<file path="src/hdl/sli_pkg.sv">
// shared types and constants for the sorted list intersection block
// no dependencies; used by every file under hdl
package sli_pkg;

   localparam int DOC_BITS         = 31;
   localparam int LANE_BITS        = 4;
   localparam int COUNT_BITS       = 5;
   localparam int MAX_LANES_DEF    = 16;
   localparam int LANE_COUNT_RESET = 2;

   localparam logic [DOC_BITS-1:0] DOC_MAX = {DOC_BITS{1'b1}};

   typedef enum logic [1:0] {
      OP_LOAD    = 2'd0,
      OP_NEXT    = 2'd1,
      OP_ADVANCE = 2'd2,
      OP_REPLY   = 2'd3
   } op_type;

   typedef enum logic [2:0] {
      KIND_ACK        = 3'd0,
      KIND_REQ        = 3'd1,
      KIND_MATCH      = 3'd2,
      KIND_EXHAUSTED  = 3'd3,
      KIND_UNEXPECTED = 3'd4
   } kind_type;

   typedef struct packed {
      op_type                opcode;
      logic [LANE_BITS-1:0]  lane;
      logic [DOC_BITS-1:0]   doc_id;
   } req_item_type;

   typedef struct packed {
      kind_type              kind;
      logic [LANE_BITS-1:0]  req_lane;
      logic [DOC_BITS-1:0]   value;
   } rsp_item_type;

endpackage

</file>
<file path="src/hdl/sli_head_mem.sv">
// lane head memory: one write port, one registered read port, write-first forwarding
// unwritten entries read as zero through per-entry valid bits cleared by reset
// depends on sli_pkg
module sli_head_mem #(
   parameter int DEPTH = sli_pkg::MAX_LANES_DEF,
   parameter int AW    = sli_pkg::LANE_BITS
) (
   input  logic                          clock,
   input  logic                          reset,
   input  logic                          wr_en,
   input  logic [AW-1:0]                 wr_addr,
   input  logic [sli_pkg::DOC_BITS-1:0]  wr_data,
   input  logic [AW-1:0]                 rd_addr,
   output logic [sli_pkg::DOC_BITS-1:0]  rd_data
);

   logic [sli_pkg::DOC_BITS-1:0] mem_ff [DEPTH];
   logic [DEPTH-1:0]             valid_ff;
   logic [sli_pkg::DOC_BITS-1:0] rd_data_ff;
   logic                         rd_valid_ff;
   logic                         same_addr;

   assign same_addr = wr_en && (wr_addr == rd_addr);

   always_ff @(posedge clock) begin
      if (wr_en) begin
         mem_ff[wr_addr] <= wr_data;
      end
      // a read of the entry being written sees the new value
      rd_data_ff <= same_addr ? wr_data : mem_ff[rd_addr];
   end

   always_ff @(posedge clock) begin
      if (reset) begin
         valid_ff    <= '0;
         rd_valid_ff <= 1'b0;
      end else begin
         if (wr_en) begin
            valid_ff[wr_addr] <= 1'b1;
         end
         rd_valid_ff <= same_addr | valid_ff[rd_addr];
      end
   end

   assign rd_data = rd_valid_ff ? rd_data_ff : '0;

endmodule

</file>
<file path="src/hdl/sorted_list_intersection.sv">
// sorted_list_intersection: leapfrog intersection of ascending doc-id lanes
// depends on sli_pkg and sli_head_mem
//
//   port group    direction  flow control         carries
//   req_*/start   in         start & !busy       req_item_type item
//   rsp_*         out        rsp_strobe, 1 cycle rsp_item_type item
//   csr_*         in         csr_valid/ready     lane_count (5 bits)
//
// load, advance (after the first search), unexpected and reply-with-zero items
// answer on the cycle after acceptance with busy never raised.
// searches read one lane head per cycle from the head memory: each scan pass
// reads the active lanes in turn and ends with an agreement sweep over them,
// with at most four passes before the search reports exhaustion.
// next after the first search first reads lane 0's head in the S_HEAD0 state.
// reset is synchronous and clears all lane heads; results cannot be stalled.
module sorted_list_intersection #(
   parameter int MAX_LANES = sli_pkg::MAX_LANES_DEF
) (
   input  logic                             clock,
   input  logic                             reset,
   input  logic                             start,
   output logic                             busy,
   input  sli_pkg::req_item_type            req_payload,
   output logic                             rsp_strobe,
   output sli_pkg::rsp_item_type            rsp_payload,
   input  logic                             csr_valid,
   output logic                             csr_ready,
   input  logic [sli_pkg::COUNT_BITS-1:0]   csr_data
);

   localparam int DW = sli_pkg::DOC_BITS;
   localparam int LW = (MAX_LANES > 1) ? $clog2(MAX_LANES) : 1;
   localparam int NW = $clog2(MAX_LANES + 1);
   localparam int EW = (NW > sli_pkg::COUNT_BITS) ? NW : sli_pkg::COUNT_BITS;

   typedef enum logic [1:0] {
      S_IDLE,
      S_HEAD0,
      S_SCAN,
      S_CHECK
   } state_type;

   state_type                       state_ff, state_in;
   logic                            first_ff, first_in;
   logic                            more_ff, more_in;
   logic [DW-1:0]                   goal_ff, goal_in;
   logic [DW-1:0]                   top_ff, top_in;
   logic [NW-1:0]                   pos_ff, pos_in;
   logic                            await_ff, await_in;
   logic                            restart_ff, restart_in;
   logic [LW-1:0]                   ptr_ff, ptr_in;
   logic [1:0]                      pass_ff, pass_in;
   logic [sli_pkg::COUNT_BITS-1:0]  lane_count_ff;
   logic                            rsp_strobe_ff, rsp_strobe_in;
   sli_pkg::rsp_item_type           rsp_ff, rsp_in;

   logic                            wr_en;
   logic [LW-1:0]                   wr_addr;
   logic [DW-1:0]                   wr_data;
   logic [LW-1:0]                   rd_addr;
   logic [DW-1:0]                   cand;

   logic [EW-1:0]                   cnt_ext, max_ext, n_ext, lane_ext, pos_ext;
   logic [EW-1:0]                   ptr_ext, ptr_inc_ext, scan_start;
   logic                            n_zero, last, accept;
   logic                            go_scan, go_check, do_exh;
   logic [DW-1:0]                   top_new, goal_new;
   logic                            behind;

   function automatic sli_pkg::rsp_item_type make_rsp(
      input sli_pkg::kind_type k,
      input logic [EW-1:0]     l,
      input logic [DW-1:0]     v
   );
      sli_pkg::rsp_item_type r;
      r.kind     = k;
      r.req_lane = l[sli_pkg::LANE_BITS-1:0];
      r.value    = v;
      return r;
   endfunction

   sli_head_mem #(
      .DEPTH (MAX_LANES),
      .AW    (LW)
   ) u_heads (
      .clock   (clock),
      .reset   (reset),
      .wr_en   (wr_en),
      .wr_addr (wr_addr),
      .wr_data (wr_data),
      .rd_addr (rd_addr),
      .rd_data (cand)
   );

   assign busy       = (state_ff != S_IDLE);
   assign accept     = start && !busy;
   assign csr_ready  = !busy;
   assign rsp_strobe = rsp_strobe_ff;
   assign rsp_payload = rsp_ff;

   assign cnt_ext     = EW'(lane_count_ff);
   assign max_ext     = EW'(MAX_LANES);
   assign n_ext       = (cnt_ext > max_ext) ? max_ext : cnt_ext;
   assign n_zero      = (n_ext == '0);
   assign lane_ext    = EW'(req_payload.lane);
   assign pos_ext     = EW'(pos_ff);
   assign ptr_ext     = EW'(ptr_ff);
   assign ptr_inc_ext = ptr_ext + EW'(1);
   assign last        = (ptr_inc_ext >= n_ext);

   // leapfrog step on the head under evaluation
   assign top_new  = (cand > top_ff) ? cand : top_ff;
   assign goal_new = (top_new > goal_ff) ? top_new : goal_ff;
   assign behind   = (cand < goal_new);

   always_comb begin
      state_in      = state_ff;
      first_in      = first_ff;
      more_in       = more_ff;
      goal_in       = goal_ff;
      top_in        = top_ff;
      pos_in        = pos_ff;
      await_in      = await_ff;
      restart_in    = restart_ff;
      ptr_in        = ptr_ff;
      pass_in       = pass_ff;
      rsp_strobe_in = 1'b0;
      rsp_in        = rsp_ff;
      wr_en         = 1'b0;
      wr_addr       = lane_ext[LW-1:0];
      wr_data       = req_payload.doc_id;
      rd_addr       = '0;
      go_scan       = 1'b0;
      go_check      = 1'b0;
      do_exh        = 1'b0;
      scan_start    = '0;

      unique case (state_ff)
         S_IDLE: begin
            if (accept) begin
               unique case (req_payload.opcode)
                  sli_pkg::OP_LOAD: begin
                     rsp_strobe_in = 1'b1;
                     if (await_ff) begin
                        rsp_in = make_rsp(sli_pkg::KIND_UNEXPECTED, '0, '0);
                     end else begin
                        rsp_in = make_rsp(sli_pkg::KIND_ACK, '0, '0);
                        if (lane_ext < n_ext) begin
                           wr_en = 1'b1;
                           if (req_payload.doc_id == '0) begin
                              more_in = 1'b0;
                           end
                        end
                     end
                  end
                  sli_pkg::OP_NEXT: begin
                     if (await_ff) begin
                        rsp_strobe_in = 1'b1;
                        rsp_in = make_rsp(sli_pkg::KIND_UNEXPECTED, '0, '0);
                     end else if (n_zero || !more_ff) begin
                        do_exh = 1'b1;
                     end else if (first_ff) begin
                        first_in = 1'b0;
                        goal_in  = DW'(1);
                        top_in   = '0;
                        pass_in  = '0;
                        go_scan  = 1'b1;
                     end else begin
                        // target is lane 0's head plus one
                        rd_addr  = '0;
                        state_in = S_HEAD0;
                     end
                  end
                  sli_pkg::OP_ADVANCE: begin
                     if (await_ff) begin
                        rsp_strobe_in = 1'b1;
                        rsp_in = make_rsp(sli_pkg::KIND_UNEXPECTED, '0, '0);
                     end else if (n_zero || !more_ff) begin
                        do_exh = 1'b1;
                     end else begin
                        goal_in = req_payload.doc_id;
                        top_in  = '0;
                        pos_in  = '0;
                        if (first_ff) begin
                           first_in = 1'b0;
                           pass_in  = '0;
                           go_scan  = 1'b1;
                        end else begin
                           await_in      = 1'b1;
                           restart_in    = 1'b1;
                           rsp_strobe_in = 1'b1;
                           rsp_in = make_rsp(sli_pkg::KIND_REQ, '0, req_payload.doc_id);
                        end
                     end
                  end
                  sli_pkg::OP_REPLY: begin
                     if (!await_ff || lane_ext != pos_ext || lane_ext >= max_ext) begin
                        rsp_strobe_in = 1'b1;
                        rsp_in = make_rsp(sli_pkg::KIND_UNEXPECTED, '0, '0);
                     end else begin
                        wr_en    = 1'b1;
                        top_in   = req_payload.doc_id;
                        await_in = 1'b0;
                        if (req_payload.doc_id == '0 || n_zero) begin
                           do_exh = 1'b1;
                        end else begin
                           restart_in = 1'b0;
                           pass_in    = '0;
                           scan_start = restart_ff ? '0 : pos_ext + EW'(1);
                           go_scan    = 1'b1;
                        end
                     end
                  end
                  default: begin
                     rsp_strobe_in = 1'b1;
                     rsp_in = make_rsp(sli_pkg::KIND_UNEXPECTED, '0, '0);
                  end
               endcase
            end
         end
         S_HEAD0: begin
            if (cand == sli_pkg::DOC_MAX) begin
               do_exh = 1'b1;
            end else begin
               goal_in       = cand + DW'(1);
               top_in        = '0;
               pos_in        = '0;
               await_in      = 1'b1;
               restart_in    = 1'b1;
               rsp_strobe_in = 1'b1;
               rsp_in        = make_rsp(sli_pkg::KIND_REQ, '0, cand + DW'(1));
               state_in      = S_IDLE;
            end
         end
         S_SCAN: begin
            top_in  = top_new;
            goal_in = goal_new;
            if (behind) begin
               pos_in        = NW'(ptr_ext);
               await_in      = 1'b1;
               restart_in    = 1'b0;
               rsp_strobe_in = 1'b1;
               rsp_in        = make_rsp(sli_pkg::KIND_REQ, ptr_ext, goal_new);
               state_in      = S_IDLE;
            end else if (last) begin
               go_check = 1'b1;
            end else begin
               ptr_in  = ptr_inc_ext[LW-1:0];
               rd_addr = ptr_inc_ext[LW-1:0];
            end
         end
         S_CHECK: begin
            // sweep lanes 0..n-1 comparing each head against top_ff
            if (cand != top_ff || last) begin
               if (cand == top_ff && top_ff >= goal_ff) begin
                  rsp_strobe_in = 1'b1;
                  rsp_in        = make_rsp(sli_pkg::KIND_MATCH, '0, top_ff);
                  state_in      = S_IDLE;
               end else if (pass_ff == 2'd3) begin
                  do_exh = 1'b1;
               end else begin
                  pass_in = pass_ff + 2'd1;
                  go_scan = 1'b1;
               end
            end else begin
               ptr_in  = ptr_inc_ext[LW-1:0];
               rd_addr = ptr_inc_ext[LW-1:0];
            end
         end
         default: begin
            state_in = S_IDLE;
         end
      endcase

      // a pass that starts past the last lane goes straight to the agreement sweep
      if (go_scan) begin
         pos_in = '0;
         if (scan_start < n_ext) begin
            ptr_in   = scan_start[LW-1:0];
            rd_addr  = scan_start[LW-1:0];
            state_in = S_SCAN;
         end else begin
            go_check = 1'b1;
         end
      end
      if (go_check) begin
         pos_in   = '0;
         ptr_in   = '0;
         rd_addr  = '0;
         state_in = S_CHECK;
      end
      if (do_exh) begin
         more_in       = 1'b0;
         await_in      = 1'b0;
         restart_in    = 1'b0;
         pos_in        = '0;
         rsp_strobe_in = 1'b1;
         rsp_in        = make_rsp(sli_pkg::KIND_EXHAUSTED, '0, '0);
         state_in      = S_IDLE;
      end
   end

   always_ff @(posedge clock) begin
      if (reset) begin
         state_ff      <= S_IDLE;
         first_ff      <= 1'b1;
         more_ff       <= 1'b1;
         goal_ff       <= '0;
         top_ff        <= '0;
         pos_ff        <= '0;
         await_ff      <= 1'b0;
         restart_ff    <= 1'b0;
         ptr_ff        <= '0;
         pass_ff       <= '0;
         lane_count_ff <= sli_pkg::COUNT_BITS'(sli_pkg::LANE_COUNT_RESET);
         rsp_strobe_ff <= 1'b0;
      end else begin
         state_ff      <= state_in;
         first_ff      <= first_in;
         more_ff       <= more_in;
         goal_ff       <= goal_in;
         top_ff        <= top_in;
         pos_ff        <= pos_in;
         await_ff      <= await_in;
         restart_ff    <= restart_in;
         ptr_ff        <= ptr_in;
         pass_ff       <= pass_in;
         rsp_strobe_ff <= rsp_strobe_in;
         if (csr_valid && csr_ready) begin
            lane_count_ff <= csr_data;
         end
      end
   end

   always_ff @(posedge clock) begin
      rsp_ff <= rsp_in;
   end

endmodule

</file>
<file path="config.mk">
export PLATFORM = sky130hd
export DESIGN_NAME = sorted_list_intersection
export DESIGN_NICKNAME = d
export VERILOG_FILES = /design/src/hdl/sli_pkg.sv /design/src/hdl/sli_head_mem.sv /design/src/hdl/sorted_list_intersection.sv
export SDC_FILE = /design/constraint.sdc
export NUM_CORES = 1
export LEC_CHECK = 0
export BUFFER_PORTS_ARGS = -buffer_cell sky130_fd_sc_hd__clkbuf_2
export CAP_MARGIN = 20
export CORE_UTILIZATION = 35
export CTS_BUF_LIST = sky130_fd_sc_hd__clkbuf_4 sky130_fd_sc_hd__clkbuf_8
export CTS_CLUSTER_DIAMETER = 40
export DETAILED_ROUTE_END_ITERATION = 8
export PLACE_DENSITY_LB_ADDON = 0.08
export SLEW_MARGIN = 25
export SYNTH_ARGS = -nofsm -noshare
export SYNTH_HDL_FRONTEND = slang
export SYNTH_SLANG_ARGS = --single-unit
</file>
<file path="constraint.sdc">
create_clock -name clock -period 18.85 [get_ports clock]
set_clock_uncertainty 0.1 [all_clocks]
set_input_delay 0.9425 -clock clock [delete_from_list [all_inputs] [get_ports clock]]
set_output_delay 0.9425 -clock clock [all_outputs]
set_load 0.02 [all_outputs]
</file>
==> results by group <==
Worst setup path
  • Critical path arrival: 13130 ps
  • CP max-delay cell: dfxtp_4
  • CP Launch Type: flop
  • Slowest stage delay, CP: 770 ps
  • Critical path class: flop to flop
  • Most common cell on crit path: buf_4
  • CP Data Required Time: 19360 ps
  • Worst-path maximum fanout: 68
  • CP Buf/Inv Count: 6
  • Crit path max-delay family: simple AND/OR/NAND/NOR gates
  • Setup crit end kind: flop

Routing
  • # DRC: 16
  • Post-Route WL: 102 mm
  • Via-to-Cell Ratio: 5.59
  • WL/cell: 27.1 um
  • Final ANT Viol Nets: 0
  • Starting DRT DRC Count: 1933
  • Detailed-route via count: 21000
  • DR pass1 iterations: 7

Timing
  • Setup TNS: 0 ps
  • Post-route minimum period: 12620 ps
  • Final Hold Fails: 0
  • Final WS setup: 6230 ps
  • Period utilization: 67.0%
  • Slew @ Worst Pin: 907 ps
  • Fmax: 0.0792 GHz
  • Finish-stage setup viols: 0
  • Max Transition Viols Final: 0
  • RSZ-0062 raised after global routing: no
  • Rel. slew slack: 39.0%

Clocking
  • Clock H-tree levels: 3
  • CTS Sinks: 639
  • Post-CTS Resized: 0
  • Hold_buf cts: 0
  • CTS tree: built
  • Clock Tree Root: clkbuf_8
  • Clock Tree Buf Depth: 3
  • Clock latency on the worst-skew pair: 780 ps
  • CTS clock-pin slew for the worst setup and hold paths: 60 ps
  • Total CTS buffers: 120
  • # Post-CTS Setup Buffers: 0

Min path
  • Worst Hold Class: primary input to flop

Synthesis
  • Syn Area/Cell: 13.3 um^2
  • Yosys top cell area share: 47.4%
  • Main synth FF type: edfxtp_1
  • Post-synth EDFFs: 496
  • Post-synthesis async set-or-reset flop share: 0%
  • Post-synthesis sequential area ratio: 56.5%
  • Count of cell types in the netlist: 88
  • Register bit total from synthesis: 639
  • Dominant cells by area after synthesis: edfxtp_1 (47%), mux4_2 (11%), dfxtp_1 (9.1%)
  • Mapped Area: 31400 um^2
  • Top cells by count, synth: edfxtp_1 (496), nor2_1 (193), ha_1 (150), mux4_2 (150), nand2_1 (145)
  • Count leader, synth: edfxtp_1
  • Synthesized instance count: 2368
  • Top cell type by total area after synthesis: edfxtp_1
  • Yosys warns: 0
  • Synthesized Nets: 2564

Pwr
  • Leakage: 12.3 nW
  • Pwr dens: 112 nW/um^2
  • Peak VDD IR: 60.5 uV

Die
  • Die width: 302 um
  • IO Pins: 87
  • Die ar.: 90900 um^2
  • Total core area: 88600 um^2
  • Die height: 302 um
  • Initial Util: 35.4%
  • Row cnt: 109

GRT
  • Global route total overflow: 0
  • Met3 Resource Use GR: 3.24%
  • Largest net degree at the start of global routing: 84
  • M2 GR Usage: 36.6%
  • First-pass GRT wire length: 147 mm
  • Vias in the first global route: 21500
  • Initial antenna violation count: 6
  • Grt peak-use layer: met2
  • Gr usage total: 22.4%
  • Grt met1 use: 30.9%

Placed design
  • Placement Cell Area: 33100 um^2
  • Dpl ws: 6130 ps
  • Routability congestion estimate: 0.898
  • IO Port Bufs: 86
  • Hpwl dp: 63.3 mm
  • Placed Cells: 3530

Run status
  • Run status: finished with violations
  • Failing checks: design-rule violations

Finish
  • Layout cell share with drive strength beyond 1: 22.8%
  • Area added between synthesis and finish: 14.3%
  • Nets@finish: 2684
  • Fin cells: 3759
  • Core Util, Final: 40.5%
  • Fin area: 35900 um^2

Flow run
  • Max Cap Viol: 0
[report_power, final]
part	leakage, nW	switching [mW]	internal (mW)
Clock	1.42	0.625	0.897
Sequential	5.64	0.0588	1.58
Combinational	5.25	0.543	0.312
Total	12.3	1.23	2.79
[layer usage]
metal  wire length [um]  vias up
li1                   -     9443
met1              46800    10900
met2              48100      524
met3               4320      167
met4               2510        0
met5                  0        -
[layout make-up]
cell class / instances / area, um^2
fillers: 8364 / 52700
flip-flops and latches: 639 / 17800
multi-input cells: 1474 / 12700
clock buffers: 170 / 2080
well taps: 1165 / 1460
repair buffers: 133 / 798
clock inverters: 54 / 662
inverters: 120 / 450
diodes: 4 / 10.0
[sequential cells by signal (all words and copies together), names as in the netlist, named ones only]
register             count
more_ff                  1
goal_ff                 31
rsp_strobe               1
u_heads.rd_valid_ff      1
top_ff                  31
state_ff                 2
u_heads.mem_ff         496
restart_ff               1
u_heads.valid_ff        16
first_ff                 1
cnt_ext                  5
await_ff                 1
pos_ext                  4
pass_ff                  2
ptr_ff                   4
rsp_payload             38
[worst reg2reg max path: cells and delay by family (launching register included)]
kind | cells | cell delay (ps)
muxes | 4 | 1900
DFF | 1 | 770
buffers and inverters | 6 | 2770
adders and majority gates | 3 | 910
AOI/OAI and AO/OA | 10 | 3000
and+or+nand+nor | 11 | 3040
[cells by family (layout without fill, tap and decap cells)]
family,count (synthesis),after routing,synth area share (%)
buffers and inverters,255,477,3.66
flip-flops,639,639,56.5
other,0,4,0
AO/OA/AOI/OAI,479,479,10.3
multiplexers,229,229,13.6
XOR/XNOR,39,39,1.09
AND/OR/NAND/NOR,577,577,8.76
adder cells (fa/ha/maj),150,150,5.98
[placed cells by master, fill, tap and decap left out, drive strengths merged, types with 41 or more instances in the layout]
cell    count
edfxtp    496
clkbuf    255
nor2      193
mux4      154
ha        150
nand2     145
dfxtp     143
inv       122
a21oi     112
o21ai      91
a211oi     78
a22oi      57
buf        48
nand3      43
mux2       41
[metrics by stage]
step / hold slack (ps) / power, mW
final: 320 / 4.01
after global routing: 262 / 4.20
after CTS: 244 / 4.05
after detailed placement: 358 / 2.51
after global placement: 353 / 2.51
after floorplan: 332 / 2.23
[path summary, 6_finish.rpt]
check | from | end | slack, ps | cells past startpoint
max | flop | rsp_payload[13] | 6230 | 34
min | csr_data[4] | cnt_ext[4] | 320 | 3
max reg2reg | flop | rsp_payload[13] | 6230 | 34
min reg2reg | more_ff | more_ff | 370 | 1
Power figures use the tool's default switching activity.
